[src/design/header_key_value_extract_top_assert.svh]
// Assertion macros for the header key/value extractor
`ifndef HEADER_KEY_VALUE_EXTRACT_TOP_ASSERT_SVH
`define HEADER_KEY_VALUE_EXTRACT_TOP_ASSERT_SVH

`ifndef ASSERT_OFF
`define HKVE_ASSERT_IMPLY(label, clk, rst, ante, cons, msg) \
  label: assert property (@(posedge clk) disable iff (rst) (ante) |-> (cons)) else $error(msg);
`define HKVE_ASSERT_NEXT(label, clk, rst, ante, cons, msg) \
  label: assert property (@(posedge clk) disable iff (rst) (ante) |=> (cons)) else $error(msg);
`else
`define HKVE_ASSERT_IMPLY(label, clk, rst, ante, cons, msg)
`define HKVE_ASSERT_NEXT(label, clk, rst, ante, cons, msg)
`endif

`endif

[src/design/hkve_pkg.sv]
// Types and constants for the header key/value extractor
package hkve_pkg;

  localparam int unsigned KEY_BYTES   = 8;
  localparam int unsigned KEY_W       = 8 * KEY_BYTES;
  localparam int unsigned KEY_LEN_W   = 4;
  localparam int unsigned POS_W       = 4;
  localparam int unsigned CFG_INDEX_W = 2;
  localparam int unsigned CFG_DATA_W  = KEY_W;

  localparam logic [CFG_INDEX_W-1:0] REG_KEY_TEXT    = 2'd0;
  localparam logic [CFG_INDEX_W-1:0] REG_KEY_LENGTH  = 2'd1;
  localparam logic [CFG_INDEX_W-1:0] REG_VALUE_LIMIT = 2'd2;

  localparam logic [7:0] CH_NUL   = 8'd0;
  localparam logic [7:0] CH_TAB   = 8'd9;
  localparam logic [7:0] CH_LF    = 8'd10;
  localparam logic [7:0] CH_CR    = 8'd13;
  localparam logic [7:0] CH_SPACE = 8'd32;
  localparam logic [7:0] CH_PLUS  = 8'h2B;
  localparam logic [7:0] CH_MINUS = 8'h2D;
  localparam logic [7:0] CH_ZERO  = 8'h30;
  localparam logic [7:0] CH_ONE   = 8'h31;
  localparam logic [7:0] CH_COLON = 8'h3A;
  localparam logic [7:0] CH_EQUAL = 8'h3D;

  typedef enum logic [1:0] {
    CLASS_TRUE  = 2'd0,
    CLASS_FALSE = 2'd1,
    CLASS_OTHER = 2'd2
  } flag_class_t;

  typedef enum logic [2:0] {
    PH_SKIP  = 3'd0,
    PH_SPACE = 3'd1,
    PH_KEY   = 3'd2,
    PH_SEP   = 3'd3,
    PH_BLANK = 3'd4,
    PH_VALUE = 3'd5,
    PH_DONE  = 3'd6
  } phase_t;

  typedef enum logic [2:0] {
    NM_START  = 3'd0,
    NM_SIGNED = 3'd1,
    NM_ZERO   = 3'd2,
    NM_XPFX   = 3'd3,
    NM_OCT    = 3'd4,
    NM_DEC    = 3'd5,
    NM_HEX    = 3'd6,
    NM_STOP   = 3'd7
  } num_mode_t;

  function automatic logic is_eol(input logic [7:0] c);
    return (c == CH_CR) || (c == CH_LF);
  endfunction

  function automatic logic is_blank(input logic [7:0] c);
    return (c == CH_SPACE) || (c == CH_TAB);
  endfunction

  // hex digit value, 16 when not a digit
  function automatic logic [4:0] digit_of(input logic [7:0] c);
    logic [4:0] d;
    d = 5'd16;
    if (c >= 8'h30 && c <= 8'h39) d = 5'(c - 8'h30);
    else if (c >= 8'h61 && c <= 8'h66) d = 5'(c - 8'h61 + 8'd10);
    else if (c >= 8'h41 && c <= 8'h46) d = 5'(c - 8'h41 + 8'd10);
    return d;
  endfunction

  function automatic flag_class_t class_of(input logic [7:0] c);
    flag_class_t k;
    case (c)
      CH_NUL, 8'h54, 8'h74, CH_ONE, 8'h59, 8'h79: k = CLASS_TRUE;
      8'h46, 8'h66, CH_ZERO, 8'h4E, 8'h6E:        k = CLASS_FALSE;
      default:                                    k = CLASS_OTHER;
    endcase
    return k;
  endfunction

endpackage

[src/design/header_key_value_extract_top.sv]
// Header key/value extractor: streams the value of a configured key and a summary word
`include "header_key_value_extract_top_assert.svh"

// Takes one header byte per cycle and may take a new byte every cycle; the parser
// state updates in the accepting cycle and any result word sits in a single output
// register, so a result appears in the cycle after its byte and input stalls only
// while that register is full and not being taken. A zero byte ends the header,
// yields the summary word (found, number, flag class) and restarts parsing. The user
// writes configuration only while idle; the block itself does not enforce it.
module header_key_value_extract_top (
  input  logic                               clk,
  input  logic                               rst,
  input  logic                               write_enable,
  input  logic [hkve_pkg::CFG_INDEX_W-1:0]   write_index,
  input  logic [hkve_pkg::CFG_DATA_W-1:0]    write_data,
  input  logic                               in_valid,
  output logic                               in_ready,
  input  logic [7:0]                         data_byte,
  output logic                               out_valid,
  input  logic                               out_ready,
  output logic [7:0]                         value_byte,
  output logic                               is_last,
  output logic                               found,
  output logic [31:0]                        number,
  output logic [1:0]                         flag_class
);
  import hkve_pkg::*;

  logic [KEY_W-1:0]     key_text;
  logic [KEY_LEN_W-1:0] key_length;
  logic [7:0]           value_limit;

  phase_t          phase, phase_next;
  logic [POS_W-1:0] match_position, match_position_next;
  logic [31:0]     acc, acc_next;
  num_mode_t       mode, mode_next;
  logic            negate, negate_next;
  logic            saturated, saturated_next;
  logic [7:0]      first_char, first_char_next;
  logic [7:0]      chars_emitted, chars_emitted_next;

  logic            in_fire;
  logic [7:0]      c;
  logic [KEY_LEN_W-1:0] key_len;
  logic [7:0]      key_byte;
  logic [POS_W-1:0] pos_inc;
  logic            value_take;
  logic            emit;
  logic            hit;
  logic [4:0]      d;
  logic [35:0]     acc_wide;
  logic [35:0]     t;
  logic            word_load;
  logic [7:0]      word_byte;
  logic            word_last;
  logic            word_found;
  logic [31:0]     word_number;
  flag_class_t     word_class;

  assign c        = data_byte;
  assign in_ready = !out_valid || out_ready;
  assign in_fire  = in_valid && in_ready;
  assign key_len  = (key_length > KEY_LEN_W'(KEY_BYTES)) ? KEY_LEN_W'(KEY_BYTES) : key_length;
  assign key_byte = key_text[match_position[2:0]*8 +: 8];
  assign pos_inc  = match_position + POS_W'(1);
  assign d        = digit_of(c);
  assign acc_wide = {4'd0, acc};

  assign value_take = (c != CH_NUL) &&
                      (((phase == PH_BLANK) && !is_blank(c) && !is_eol(c)) ||
                       ((phase == PH_VALUE) && !is_eol(c)));
  assign emit = value_take && (chars_emitted < value_limit);
  assign hit  = (phase == PH_VALUE) || (phase == PH_DONE);

  // configuration registers
  always_ff @(posedge clk) begin
    if (rst) begin
      key_text    <= '0;
      key_length  <= KEY_LEN_W'(1);
      value_limit <= 8'd255;
    end else if (write_enable) begin
      case (write_index)
        REG_KEY_TEXT:    key_text    <= write_data[KEY_W-1:0];
        REG_KEY_LENGTH:  key_length  <= write_data[KEY_LEN_W-1:0];
        REG_VALUE_LIMIT: value_limit <= write_data[7:0];
        default: ;
      endcase
    end
  end

  // next parser state
  always_comb begin
    phase_next          = phase;
    match_position_next = match_position;
    acc_next            = acc;
    mode_next           = mode;
    negate_next         = negate;
    saturated_next      = saturated;
    first_char_next     = first_char;
    chars_emitted_next  = chars_emitted;
    t                   = '0;

    if (c == CH_NUL) begin
      phase_next          = PH_SKIP;
      match_position_next = '0;
      acc_next            = '0;
      mode_next           = NM_START;
      negate_next         = 1'b0;
      saturated_next      = 1'b0;
      first_char_next     = '0;
      chars_emitted_next  = '0;
    end else begin
      case (phase)
        PH_SKIP: if (is_eol(c)) phase_next = PH_SPACE;
        PH_SPACE: begin
          if (!is_blank(c) && !is_eol(c)) begin
            match_position_next = '0;
            if (key_len == '0) begin
              if (c == CH_EQUAL || c == CH_COLON) phase_next = PH_BLANK;
              else phase_next = PH_SKIP;
            end else if (c == key_text[7:0]) begin
              match_position_next = POS_W'(1);
              phase_next = (POS_W'(1) >= POS_W'(key_len)) ? PH_SEP : PH_KEY;
            end else begin
              phase_next = PH_SKIP;
            end
          end
        end
        PH_KEY: begin
          if (c == key_byte) begin
            match_position_next = pos_inc;
            phase_next = (pos_inc >= POS_W'(key_len)) ? PH_SEP : PH_KEY;
          end else begin
            phase_next = is_eol(c) ? PH_SPACE : PH_SKIP;
          end
        end
        PH_SEP: begin
          if (is_blank(c) || is_eol(c)) phase_next = PH_SEP;
          else if (c == CH_EQUAL || c == CH_COLON) phase_next = PH_BLANK;
          else phase_next = PH_SKIP;
        end
        PH_BLANK: begin
          if (is_eol(c)) phase_next = PH_DONE;
          else if (!is_blank(c)) begin
            first_char_next = c;
            phase_next      = PH_VALUE;
          end
        end
        PH_VALUE: if (is_eol(c)) phase_next = PH_DONE;
        default: ;
      endcase

      if (value_take) begin
        if (emit) chars_emitted_next = chars_emitted + 8'd1;
        if (mode == NM_START && (c == CH_PLUS || c == CH_MINUS)) begin
          if (c == CH_MINUS) negate_next = 1'b1;
          mode_next = NM_SIGNED;
        end else begin
          case (mode)
            NM_START, NM_SIGNED: begin
              if (c == CH_ZERO) mode_next = NM_ZERO;
              else if (d < 5'd10) begin
                acc_next  = 32'(d);
                mode_next = NM_DEC;
              end else mode_next = NM_STOP;
            end
            NM_ZERO: begin
              if (c == 8'h78 || c == 8'h58) mode_next = NM_XPFX;
              else if (d < 5'd8) begin
                acc_next  = 32'(d);
                mode_next = NM_OCT;
              end else mode_next = NM_STOP;
            end
            NM_XPFX: begin
              if (d < 5'd16) begin
                acc_next  = 32'(d);
                mode_next = NM_HEX;
              end else mode_next = NM_STOP;
            end
            NM_OCT, NM_DEC, NM_HEX: begin
              if ((mode == NM_OCT && d >= 5'd8) || (mode == NM_DEC && d >= 5'd10) ||
                  (mode == NM_HEX && d >= 5'd16)) begin
                mode_next = NM_STOP;
              end else if (!saturated) begin
                case (mode)
                  NM_OCT:  t = (acc_wide << 3) + 36'(d);
                  NM_DEC:  t = (acc_wide << 3) + (acc_wide << 1) + 36'(d);
                  default: t = (acc_wide << 4) + 36'(d);
                endcase
                if (t[35:32] != 4'd0) saturated_next = 1'b1;
                else acc_next = t[31:0];
              end
            end
            default: ;
          endcase
        end
      end
    end
  end

  // result word
  always_comb begin
    word_load   = in_fire && ((c == CH_NUL) || emit);
    word_byte   = c;
    word_last   = 1'b0;
    word_found  = 1'b0;
    word_number = '0;
    word_class  = CLASS_TRUE;
    if (c == CH_NUL) begin
      word_last  = 1'b1;
      word_found = hit;
      word_class = CLASS_OTHER;
      if (hit) begin
        if (saturated) word_number = 32'hFFFF_FFFF;
        else if (negate) word_number = 32'd0 - acc;
        else word_number = acc;
        word_class = class_of(first_char);
      end
    end
  end

  always_ff @(posedge clk) begin
    if (rst) begin
      phase          <= PH_SKIP;
      match_position <= '0;
      acc            <= '0;
      mode           <= NM_START;
      negate         <= 1'b0;
      saturated      <= 1'b0;
      first_char     <= '0;
      chars_emitted  <= '0;
      out_valid      <= 1'b0;
    end else begin
      if (in_fire) begin
        phase          <= phase_next;
        match_position <= match_position_next;
        acc            <= acc_next;
        mode           <= mode_next;
        negate         <= negate_next;
        saturated      <= saturated_next;
        first_char     <= first_char_next;
        chars_emitted  <= chars_emitted_next;
      end
      if (word_load) out_valid <= 1'b1;
      else if (out_ready) out_valid <= 1'b0;
    end
  end

  always_ff @(posedge clk) begin
    if (word_load) begin
      value_byte <= word_byte;
      is_last    <= word_last;
      found      <= word_found;
      number     <= word_number;
      flag_class <= word_class;
    end
  end

  `HKVE_ASSERT_IMPLY(a_last_byte_zero, clk, rst, out_valid && is_last, value_byte == CH_NUL, "summary word carries a value byte")
  `HKVE_ASSERT_IMPLY(a_value_word_clean, clk, rst, out_valid && !is_last, !found && number == 32'd0 && flag_class == CLASS_TRUE, "value word carries summary fields")
  `HKVE_ASSERT_IMPLY(a_miss_summary, clk, rst, out_valid && is_last && !found, number == 32'd0 && flag_class == CLASS_OTHER, "miss summary not clean")
  `HKVE_ASSERT_NEXT(a_end_restart, clk, rst, in_fire && data_byte == CH_NUL, phase == PH_SKIP && match_position == '0 && out_valid && is_last, "header end did not restart")
  `HKVE_ASSERT_IMPLY(a_pos_bound, clk, rst, 1'b1, match_position <= POS_W'(KEY_BYTES), "match position beyond key")

endmodule

[config.mk]
export PLATFORM = sky130hd
export DESIGN_NAME = header_key_value_extract_top
export DESIGN_NICKNAME = d
export VERILOG_FILES = /design/src/design/hkve_pkg.sv /design/src/design/header_key_value_extract_top.sv
export VERILOG_INCLUDE_DIRS = /design/src /design/src/design
export SDC_FILE = /design/constraint.sdc
export NUM_CORES = 1
export LEC_CHECK = 0
export ABC_AREA = 1
export BUFFER_PORTS_ARGS = -buffer_cell sky130_fd_sc_hd__buf_4
export CORE_ASPECT_RATIO = 1.5
export CORE_MARGIN = 2
export CORE_UTILIZATION = 60
export CTS_BUF_LIST = sky130_fd_sc_hd__clkbuf_4
export DETAILED_ROUTE_END_ITERATION = 12
export GPL_TIMING_DRIVEN = 0
export MAX_ROUTING_LAYER = met4
export PLACE_DENSITY = 0.78
export SKIP_CTS_REPAIR_TIMING = 1
export SYNTH_ARGS = -nofsm -noshare
export SYNTH_HDL_FRONTEND = slang
export SYNTH_SLANG_ARGS = --single-unit
[constraint.sdc]
create_clock -name clk -period 4.86 [get_ports clk]
set_input_delay 0.972 -clock clk [delete_from_list [all_inputs] [get_ports clk]]
set_output_delay 0.972 -clock clk [all_outputs]
set_load 0.05 [all_outputs]
; After elaboration in Yosys (flattened, before gate mapping)
; Cells that the tools add are included.
[word_totals]
ff_bits = 181
input_bits = 79
word_cells = 246
[classes]
addsub = 12
n_lt_le_gt_ge = 16
n_eq_ne = 55
n_shift = 1
n_mux = 79
n_reduce_logical = 65
[ops]
columns = cell, count
row1 = $mux 32, 13
row2 = $mux 36, 6
row3 = $pmux 32 s4, 1
row4 = $eq 8x7->1 const B, 10
row5 = $add 36x5->36, 2
row6 = $pmux 36 s2, 1
row7 = $eq 8x6->1 const B, 8
row8 = $shiftx 64x7->8, 1
row9 = $mux 8, 7
row10 = $mux 3, 15
row11 = $add 35x33->36, 1
row12 = $add 35x5->36, 1
row13 = $ne 3x3->1 const B, 11
row14 = $sub 1x32->32 const A, 1
row15 = $eq 8x4->1 const B, 3
row16 = $mux 1, 20
row17 = $eq 3x3->1 const B, 6
row18 = $pmux 3 s6, 1
row19 = $eq 8x8->1, 2
row20 = $ge 8x7->1 const B, 2
row21 = $le 8x7->1 const B, 2
row22 = $logic_not 8->1, 2
row23 = $mux 4, 4
row24 = $reduce_and 4->1, 4
row25 = 50 further kinds, 104

; Depth between registers and ports, before layout
; Gate-level depths: netlist (run 1).
[logic_depth]
ltp_word = 22
depth_mapped = 35
mapped_depth_nobuf = 34

; Least setup slack after synthesis (run 1)
; OpenSTA, ideal clock, no wires.
[synth_path]
path_kind = input to register
from = in data_byte[0]
to = reg acc[14]
setup_ps = 128
t_arrival_ps = 4152
required_time_ps = 4732
path_slack_ps = 581
cell_stages = 34
path_buffers = 1
cell_sequence = inv_1 -> ha_1 -> nand2_1 -> nor2_1 -> nor2_1 -> nand2_1 -> o21ai_2 -> nand2_1 -> inv_1 -> ha_1 -> ha_1 -> inv_1 -> fa_1 -> inv_1 -> nand3_1 -> nand2_1 -> nand2_1 -> nand2_1 -> nand2_1 -> nand2_1 -> nand2_1 -> nand2_1 -> nand2_1 -> nand2_1 -> nand2_1 -> inv_1 -> nand2_1 -> nand2_1 -> nand3_2 -> nand2_2 -> buf_2 -> nand3_1 -> nand2_1 -> nor2_1
[synth_between]
elab_chain_len = 20
[synth_lines]
columns = element, line_no
row1 = start: declaration, header_key_value_extract_top.sv:18  ; input logic [7:0] data_byte,
row2 = "$sub 5x1->5, or another cell as far along", "hkve_pkg.sv:67, hkve_pkg.sv:68"
row3 = $add 5x4->5 or $logic_and 1x1->1 (tied branches), "hkve_pkg.sv:67, hkve_pkg.sv:68"
row4 = $mux 5, hkve_pkg.sv:68  ; else if (c >= 8'h41 && c <= 8'h46) d = 5'(c - 8'h41 + 8'd10);
row5 = $mux 5, hkve_pkg.sv:67  ; else if (c >= 8'h61 && c <= 8'h66) d = 5'(c - 8'h61 + 8'd10);
row6 = $mux 5, hkve_pkg.sv:66  ; if (c >= 8'h30 && c <= 8'h39) d = 5'(c - 8'h30);
row7 = "$add 36x5->36, or another cell as far along", header_key_value_extract_top.sv:188  ; default: t = (acc_wide << 4) + 36'(d);
row8 = $pmux 36 s2, header_key_value_extract_top.sv:185  ; case (mode)
row9 = $mux 36, header_key_value_extract_top.sv:184  ; end else if (!saturated) begin
row10 = [4 not listed], --
row11 = $mux 36, header_key_value_extract_top.sv:103  ; if (c == CH_NUL) begin
row12 = $mux 32, header_key_value_extract_top.sv:190  ; if (t[35:32] != 4'd0) saturated_next = 1'b1;
row13 = $mux 32, header_key_value_extract_top.sv:184
row14 = $mux 32, header_key_value_extract_top.sv:181  ; if ((mode == NM_OCT && d >= 5'd8) || (mode == NM_DEC && d >= 5'd10) ||
row15 = $pmux 32 s4, header_key_value_extract_top.sv:159  ; case (mode)
row16 = $mux 32, header_key_value_extract_top.sv:155  ; if (mode == NM_START && (c == CH_PLUS || c == CH_MINUS)) begin
row17 = $mux 32, header_key_value_extract_top.sv:153  ; if (value_take) begin
row18 = $mux 32, header_key_value_extract_top.sv:103
row19 = end signal: assignment, header_key_value_extract_top.sv:237  ; acc <= acc_next;
row20 = end: declaration, header_key_value_extract_top.sv:35  ; logic [31:0] acc, acc_next;
; Parallel ways exist; a longest one is shown, timed or not. The select of a mux whose other input is x is not followed.
; A chain may end at the register's enable or synchronous reset.

; Worst setup path after layout (run 1)
[layout_path]
from = in data_byte[4]
to = reg acc[26]
; The elaborated chain is that of the path after synthesis.

==> summary.md, run 1 <==
| Metric | Value |
|---|---|
| Primary FF master, synth | `dfxtp_1` |
| Largest net degree at the start of global routing | `43` |
| DR WL/cell | `just under 20 um` |
| Clk sink count | `181` |
| Status | `complete, no violations` |
| Final WL | `around 50000 um` |
| Clock-pin slew on the worst setup and hold paths | `0.17 ns` |
| Worst-path maximum fanout | `10` |
| I/O Pins | `125` |
| Crit path DAT | `5.26 ns` |
| Crit path time final | `4.69 ns` |
| Hold Path Class | `flip-flop to flip-flop` |
| WHS | `0.489 ns` |
| CP required | `5.43 ns` |
| Via/cell ratio | `5.96` |
| Clk buf depth | `2` |
| CTS tree | `built` |
| Leading area contributor after synthesis | `dfxtp_1` |
| Tcrit/Tclk final | `96.5%` |
| Port bufs | `between 100 and 150` |
| Clk_skew | `around 0.036 ns` |
| Commonest non-fill, non-tap cell in the layout | `nand2_1` |
| Syn. warnings | `0` |
| Fmax | `0.213 GHz` |
| Post-Synthesis Cell Area | `about 0.014 mm^2` |
| Slowest stage cell, crit path | `fa_1` |
| Synth top area share | `19.8%` |
| Slew headroom | `13.6%` |
| Top cells by area, synth | `dfxtp_1 (20%), nand2_1 (14%), nor2_1 (10%), edfxtp_1 (9.5%), ha_1 (7.7%)` |
| Number of synthesized register bits | `181` |
| Max cap viols | `0` |
| Avg Cell Area, Syn | `about 6.3 um^2` |
| Yosys cell types | `just over 50` |
| Share of cells above drive strength 1 | `10.6%` |
| Kind of critical path | `primary input to flip-flop` |
| Critical path, cell by cell | `buf_4, buf_2, nand2_1, nor2_2, nand2_2, o21ai_1, ha_1, inv_1, fa_1, nor2_2, nand2_1, nor3_4, nand3_1, o21ai_1, o21ai_1, nand2_1, inv_2, nand3_2, nand2_2, nand2_4, buf_6, nand2_1, nand2_1, nor2_1` |
| Initial core utilization | `60.7%` |
| Vias in the first global route | `between 15000 and 20000` |
| Slowest cell delay on critical path | `around 0.46 ns` |
| Die Wd | `128 um` |
| # rows | `68` |
| Drt pass-1 iters | `6` |
| Gr ovfl total | `0` |
| Critical Path Start Type | `primary input` |
| Total CTS buffers | `17` |
| Root Driver | `clkbuf_4` |
| Routed vias | `15700` |
| DRT iter0 DRCs | `1202` |
| Sequential fraction of the synthesis area | `between 20% and 30%` |
| Total GRT Usage | `43.7%` |
| Clk Latency, worst-skew pair | `around 0.67 ns` |
| Placeable Area | `about 0.023 mm^2` |
| Syn nets | `~2400` |
| Final hold violations | `0` |
| Post-synthesis cell count | `2199` |
| Post-synthesis async set-or-reset flop share | `0%` |
| Critical path's most frequent cell | `nand2_1` |
| Post-DRT Antenna Nets | `0` |
| Slew @ Worst Pin | `around 1.3 ns` |
| Setup ws final | `~0.17 ns` |
| Pleak | `7.57 nW` |
| Crit. End Element | `flip-flop` |
| DRC Markers | `0` |
| Critical path's top delay family | `simple AND/OR/NAND/NOR gates` |
| First-pass GRT wire length | `78500 um` |
| Pre-CTS setup slack | `-0.567 ns` |
| Max VDD drop | `0.000250 V` |
| Reg-to-reg slack, setup | `0.44 ns` |
| Syn-to-layout area delta | `11.9%` |
| Buf+Inv Stages, Crit Path | `5` |
| Commonest non-fill, non-tap cells in the layout | `nand2_1 (505), nor2_1 (368), inv_1 (240)` |
| Antenna violations before repair | `2` |
| Pins Over Slew Limit | `0` |
| GP Congestion | `1.05` |
| Final-stage net count | `~2500` |
| PD cells | `175 mW/mm^2` |
| H-tree levels | `4` |
| Number of synthesized flops with an enable pin | `44` |
| Die height | `190 um` |
| Die ar. | `0.0243 mm^2` |
| Final setup viols | `0` |
| Dpl hpwl | `40100 um` |
-- synth_stat cells, types with 3 or more instances --
master / instances
nand2_1: 510
nor2_1: 369
inv_1: 242
o21ai_0: 196
dfxtp_1: 137
a21oi_1: 131
nand3_1: 124
ha_1: 85
clkbuf_1: 53
edfxtp_1: 44
nor3_1: 36
a31oi_1: 31
nand4_1: 27
o211ai_1: 25
xor2_1: 20
buf_2: 19
o21ai_1: 16
inv_2: 14
nor2_2: 13
nor4_1: 12
or2_2: 12
xnor2_1: 9
clkinv_1: 6
o21bai_1: 6
buf_1: 5
buf_6: 5
o221ai_1: 5
fa_1: 4
nand2_2: 4
nor3_2: 4
o31ai_1: 4
a211oi_1: 3
a311oi_1: 3
nor3b_1: 3
-- layer usage --
layer / global-route usage [%] / vias to the layer above / wire (um) / share of wire, %
met5: - / - / 0 / 0
met4: 42.5 / 0 / 6060 / 12
met3: 9.14 / 388 / 3680 / 7.2
met2: 74.8 / 802 / 25400 / 49
met1: 39.2 / 7019 / 16400 / 32
li1: - / 7537 / - / -
-- path summary, 6_finish.rpt --
path,startpoint,end,depth (start not counted)
max,data_byte[4],acc[26],24
min,key_text[42],key_text[42],2
max reg2reg,acc[3],acc[26],23
min reg2reg,key_text[42],key_text[42],2
-- tightest hold or removal path, delay by kind of cell, from the launching register on --
kind            cells  cell delay [ns]
compound gates      1             0.06
buf+inv             1             0.07
flops               1             0.33
-- metrics by stage --
stage	total power, W	TNS [ns]	area, um^2	utilization (%)	std cells
final	0.00271	0	15500	68.0	2640
after global routing	0.00278	-0.00409	15500	68.0	2640
after CTS	0.00268	0	15400	67.6	2635
after detailed placement	0.00184	-16.15	15100	66.4	2603
after global placement	0.00184	-15.43	15100	66.3	2602
after floorplan	0.00173	0	13800	-	2199
-- layout make-up --
cell class              count  area, um^2
well taps                 280         350
clock buffers              19         143
plain buffers              85         387
inverters                 262         987
fillers                  2096        7310
repair buffers            127         966
diodes                      2        5.00
flip-flops and latches    181        4060
multi-input cells        1671        8450
clock inverters            13         139
-- sequential cells by signal, summed over array words and instances (netlist names) --
name	count
acc	32
chars_emitted	8
first_char	8
flag_class	2
found	1
is_last	1
key_length	4
key_text	64
match_position	4
mode	3
negate	1
number	32
out_valid	1
phase	3
saturated	1
value_byte	8
value_limit	8
-- cells by family after synthesis --
kind of cell / count (synthesis) / share of synthesized area (%)
AO/OA/AOI/OAI: 433 / 17.1
AND/OR/NAND/NOR: 1120 / 33.5
XOR/XNOR: 29 / 1.83
flip-flops: 181 / 29.4
buffers and inverters: 347 / 9.90
adder cells (fa/ha/maj): 89 / 8.26
-- report_power, final --
| part | leakage, nW | switching [W] | internal (W) |
|---|---|---|---|
| clock network | 0.153 | 0.000640 | 0.000243 |
| registers | 1.51 | 0.0000189 | 0.00157 |
| logic | 5.90 | 0.000142 | 0.0000931 |
| total | 7.57 | 0.000801 | 0.00191 |
No activity file was read; power rests on OpenSTA's default activity.
==> run 2, diff against run 1 <==
--- a/config.mk
+++ b/config.mk
@@ -7,7 +7,7 @@
 export NUM_CORES = 1
 export LEC_CHECK = 0
 export ABC_AREA = 1
-export BUFFER_PORTS_ARGS = -buffer_cell sky130_fd_sc_hd__buf_4
+export BUFFER_PORTS_ARGS = -buffer_cell sky130_fd_sc_hd__buf_2
 export CORE_ASPECT_RATIO = 1.5
 export CORE_MARGIN = 2
 export CORE_UTILIZATION = 60
==> run 2 against run 1 <==
Net effect:
- non-clock buffer count decreased by 2
- wire length decreased by 2.3%
- sequential power about the same
- register-to-register slack improved by 0.16 ns
- worst setup slack improved by 0.026 ns
- cell count decreased by 0.11%
- clock-buffer cell count unchanged
- power about the same
- critical path depth increased by 9
- critical path type unchanged
- highest routed layer unchanged
==> summary.md, run 2 (same netlist as run 1, synthesis figures left out) <==
| Metric | Value |
|---|---|
| Status | `complete, no violations` |
| Final WL | `50300 um` |
| Clk_skew | `0.0284 ns` |
| Crit path DAT | `5.22 ns` |
| Critical path's most frequent cell | `nand2_1` |
| Vias in the first global route | `14900` |
| Post-Layout Cell Count | `2637` |
| Commonest non-fill, non-tap cell in the layout | `nand2_1` |
| Worst-path maximum fanout | `10` |
| Routed vias | `15700` |
| Register Area | `0.00406 mm^2` |
| CP required | `5.42 ns` |
| Max reg flops | `64` |
| Total GRT Usage | `a little over two fifths` |
| Met3 wire len | `roughly 3300 um` |
| Via/cell ratio | `5.95` |
| Root Driver | `clkbuf_4` |
| RSZ-0062 raised after global routing | `false` |
| I/O Pins | `125` |
| Final Power | `approximately 0.0027 W` |
| Wire length on met2 | `between 20000 and 25000 um` |
| Final setup viols | `0` |
| Met1 WL | `roughly 17000 um` |
| DRC Markers | `0` |
| Initial core utilization | `60.7%` |
| R2R depth | `15` |
| H-tree levels | `4` |
| Total CTS buffers | `17` |
| Hold Path Class | `flip-flop to flip-flop` |
| Kind of critical path | `primary input to flip-flop` |
| CTS tree | `built` |
| First-pass GRT wire length | `76700 um` |
| Setup TNS | `0 ns` |
| Antenna violations before repair | `1` |
| Dpl hpwl | `39500 um` |
| Max cap viols | `0` |
| Final hold violations | `0` |
| Crit. End Element | `flip-flop` |
| Top Metal Used | `met4` |
| Clk sink count | `between 150 and 200` |
| Max VDD drop | `0.000241 V` |
| Die ar. | `0.0243 mm^2` |
| Fmax | `~0.21 GHz` |
| Slew headroom | `13.5%` |
| Clk buf depth | `2` |
| Clock-pin slew on the worst setup and hold paths | `0.18 ns` |
| Slowest stage cell, crit path | `fa_1` |
| Slowest cell delay on critical path | `0.42 ns` |
| # rows | `68` |
| GP Congestion | `1.01` |
| Commonest non-fill, non-tap cells in the layout | `nand2_1 (506), nor2_1 (366), inv_1 (239)` |
| Drt pass-1 iters | `6` |
| Share of cells above drive strength 1 | `10.6%` |
| Die height | `190 um` |
| Largest net degree at the start of global routing | `43` |
| Clk Latency, worst-skew pair | `0.64 ns` |
| Pins Over Slew Limit | `0` |
| Pleak | `7.45 nW` |
| Largest Register | `key_text` |
| Placeable Area | `0.0228 mm^2` |
| DR WL/cell | `19.1 um` |
| Tcrit/Tclk final | `96.0%` |
| Biggest regs | `key_text (64), acc (32), number (32)` |
| Slew @ Worst Pin | `1.29 ns` |
| Crit path time final | `4.67 ns` |
| Syn-to-layout area delta | `9.47%` |
| PD cells | `178 mW/mm^2` |
| Critical Path Start Type | `primary input` |
| DRT iter0 DRCs | `1170` |
| Placed cells | `approximately 2600` |
| Footprint of the multi-input gates | `0.00844 mm^2` |
| Gr ovfl total | `0` |
| Final-stage net count | `2511` |
| Die Wd | `around 130 um` |
| Post-DRT Antenna Nets | `0` |
| Layout fillers | `2169` |
| Worst hold path depth | `2` |
| Port bufs | `~120` |
## run 2: final cells by class
| cell class | count | area share (%) |
|---|---|---|
| inverter | 262 | 6.49 |
| buffer | 85 | 2.55 |
| clock inverter | 13 | 0.916 |
| antenna | 1 | 0.0165 |
| clock buffer | 19 | 0.941 |
| timing repair buffer | 125 | 4.24 |
| sequential | 181 | 26.8 |
| tap | 280 | 2.31 |
| multi-input combinational | 1671 | 55.7 |
## run 2: routing by layer
metal,vias to the layer above,track usage [%]
li1,7529,-
met1,6968,39.4
met2,833,72.6
met3,347,8.04
met4,0,40.2
met5,-,-
## run 2: power by group
part	internal (W)	switching, W
clock	0.000284	0.000616
sequential	0.00157	0.0000191
combinational	0.0000746	0.000141
## run 2: per-stage QoR
step / util (%) / setup WS (ns) / hold WS, ns / area [um^2]
6_report: 66.5 / 0.195 / 0.500 / 15200
3_3_place_gp: 65.0 / -0.575 / 0.449 / 14800
4_1_cts: 66.3 / 0.0322 / 0.498 / 15100
2_1_floorplan: - / 0.581 / 0.430 / 13800
3_5_place_dp: 65.0 / -0.644 / 0.468 / 14800
5_1_grt: 66.5 / 0.00386 / 0.480 / 15200
## run 2: final timing paths
path | from | endpoint | slack (ns)
worst min register to register | chars_emitted[3] | chars_emitted[3] | 0.50
worst max-delay path | data_byte[3] | acc[19] | 0.19
worst max register to register | acc[3] | acc[29] | 0.60
worst min-delay path | chars_emitted[3] | chars_emitted[3] | 0.50
## run 2: critical path: cells and delay by family
kind                     cells  cell delay (ns)
adder cells (fa/ha/maj)      3             0.96
buffers and inverters        6             0.75
AO/OA/AOI/OAI                1             0.16
AND/OR/NAND/NOR             23             2.36
==> run 3, diff against run 2 <==
--- a/config.mk
+++ b/config.mk
@@ -8,7 +8,7 @@
 export LEC_CHECK = 0
 export ABC_AREA = 1
 export BUFFER_PORTS_ARGS = -buffer_cell sky130_fd_sc_hd__buf_2
-export CORE_ASPECT_RATIO = 1.5
+export CORE_ASPECT_RATIO = 0.9
 export CORE_MARGIN = 2
 export CORE_UTILIZATION = 60
 export CTS_BUF_LIST = sky130_fd_sc_hd__clkbuf_4
==> run 3 against run 2 <==
Net effect:
- critical path depth increased by 2
- power increased by 1.2%
- via count decreased by 0.66%
- wire length decreased by 7.3%
- clock power increased by 3.8%
- critical path type unchanged
- critical endpoint is now acc[14]
==> summary.md, run 3 (same netlist as run 1, synthesis figures left out) <==
| Metric | Value |
|---|---|
| Status | `complete, no violations` |
| Total GRT Usage | `about 39%` |
| Die Wd | `164 um` |
| Pleak | `7.49 nW` |
| Port bufs | `~120` |
| Clk_skew | `0.0369 ns` |
| Dpl hpwl | `~36000 um` |
| Max reg flops | `64` |
| Crit. End Element | `flip-flop` |
| H-tree levels | `4` |
| PD cells | `179 mW/mm^2` |
| Reg-to-reg slack, setup | `0.75 ns` |
| DRT iter0 DRCs | `1702` |
| GP Congestion | `around 1.1` |
| Crit path DAT | `5.16 ns` |
| Share of cells above drive strength 1 | `10.8%` |
| Clock-pin slew on the worst setup and hold paths | `between 0.15 and 0.2 ns` |
| CP required | `~5.3 ns` |
| Final setup viols | `0` |
| Gr ovfl total | `0` |
| Total CTS buffers | `17` |
| Via/cell ratio | `5.86` |
| First-pass GRT wire length | `73100 um` |
| Clk buf depth | `2` |
| Final WL | `46700 um` |
| I/O Pins | `125` |
| Final hold violations | `0` |
| Die height | `148 um` |
| Max cap viols | `0` |
| Root Driver | `clkbuf_4` |
| DRC Markers | `0` |
| Antenna violations before repair | `1` |
| Tcrit/Tclk final | `96.4%` |
| Final-stage net count | `2513` |
| Vias in the first global route | `14600` |
| Largest Register | `key_text` |
| Layout Utilization | `67.6%` |
| Biggest regs | `key_text (64), acc (32), number (32)` |
| Slowest cell delay on critical path | `0.41 ns` |
| Slew @ Worst Pin | `1.13 ns` |
| Clk Latency, worst-skew pair | `0.62 ns` |
| Drt pass-1 iters | `6` |
| Kind of critical path | `primary input to flip-flop` |
| Pins Over Slew Limit | `0` |
| Final Power | `0.00274 W` |
| Hold Path Class | `flip-flop to flip-flop` |
| Max VDD drop | `between 0.00015 and 0.0002 V` |
| Syn-to-layout area delta | `10.2%` |
| Worst-path maximum fanout | `10` |
| Placeable Area | `0.0226 mm^2` |
| Clk sink count | `about 180` |
| Post-DRT Antenna Nets | `0` |
| Commonest non-fill, non-tap cells in the layout | `nand2_1 (502), nor2_1 (369), inv_1 (239)` |
| Commonest non-fill, non-tap cell in the layout | `nand2_1` |
| Crit path time final | `4.68 ns` |
| Critical Path Start Type | `primary input` |
| Slowest stage cell, crit path | `fa_1` |
| Fmax | `0.214 GHz` |
| Die ar. | `around 0.024 mm^2` |
| Routed vias | `15600` |
| DR WL/cell | `17.6 um` |
| Slew headroom | `24.3%` |
| Largest net degree at the start of global routing | `48` |
| # rows | `52` |
| Initial core utilization | `61.3%` |
| CTS tree | `built` |
| Critical path's most frequent cell | `nand2_1` |
-- run 3: stage by stage --
step	TNS, ns	std cells	cell area [um^2]	worst slack (ns)	hold WS (ns)
2_1_floorplan	0	2199	13800	0.581	0.430
3_3_place_gp	-18.14	2619	14800	-0.656	0.466
3_5_place_dp	-20.91	2619	14800	-0.734	0.473
4_1_cts	-0.713	2651	15200	-0.103	0.495
5_1_grt	-0.0776	2656	15300	-0.0422	0.507
6_report	0	2656	15300	0.176	0.503
-- run 3: layout make-up --
type,count,area [um^2]
clock inverter,15,195
multi-input combinational,1671,8470
tap,297,372
antenna,1,2.50
clock buffer,17,128
buffer,85,389
timing repair buffer,127,651
sequential,181,4060
fill,2121,7320
inverter,262,983
-- run 3: final timing paths --
check / from / to / depth (start not counted)
hold reg to reg: match_position[3] / match_position[3] / 2
setup / recovery: data_byte[0] / acc[14] / 35
hold / removal: match_position[3] / match_position[3] / 2
setup reg to reg: acc[1] / acc[14] / 24
-- run 3: routing by layer --
| layer | vias to the layer above | GRT usage [%] | share of wire [%] |
|---|---|---|---|
| met1 | 7054 | 46.6 | 39 |
| met2 | 829 | 66.4 | 48 |
| met3 | 175 | 4.57 | 7.4 |
| met5 | - | - | 0 |
| li1 | 7516 | - | - |
| met4 | 0 | 19.2 | 5.3 |
-- run 3: critical path: cells and delay by family --
kind / cells / cell delay (ns)
compound gates: 1 / 0.24
fa+ha+maj: 4 / 0.93
buf+inv: 6 / 0.65
simple gates: 24 / 2.37
-- run 3: report_power, final --
| part | switching, W | leakage (nW) | total [W] | internal (W) |
|---|---|---|---|---|
| clock | 0.000679 | 0.170 | 0.000935 | 0.000257 |
| combinational | 0.000135 | 5.81 | 0.000210 | 0.0000752 |
| sequential | 0.0000205 | 1.51 | 0.00159 | 0.00157 |
| total | 0.000834 | 7.49 | 0.00274 | 0.00190 |
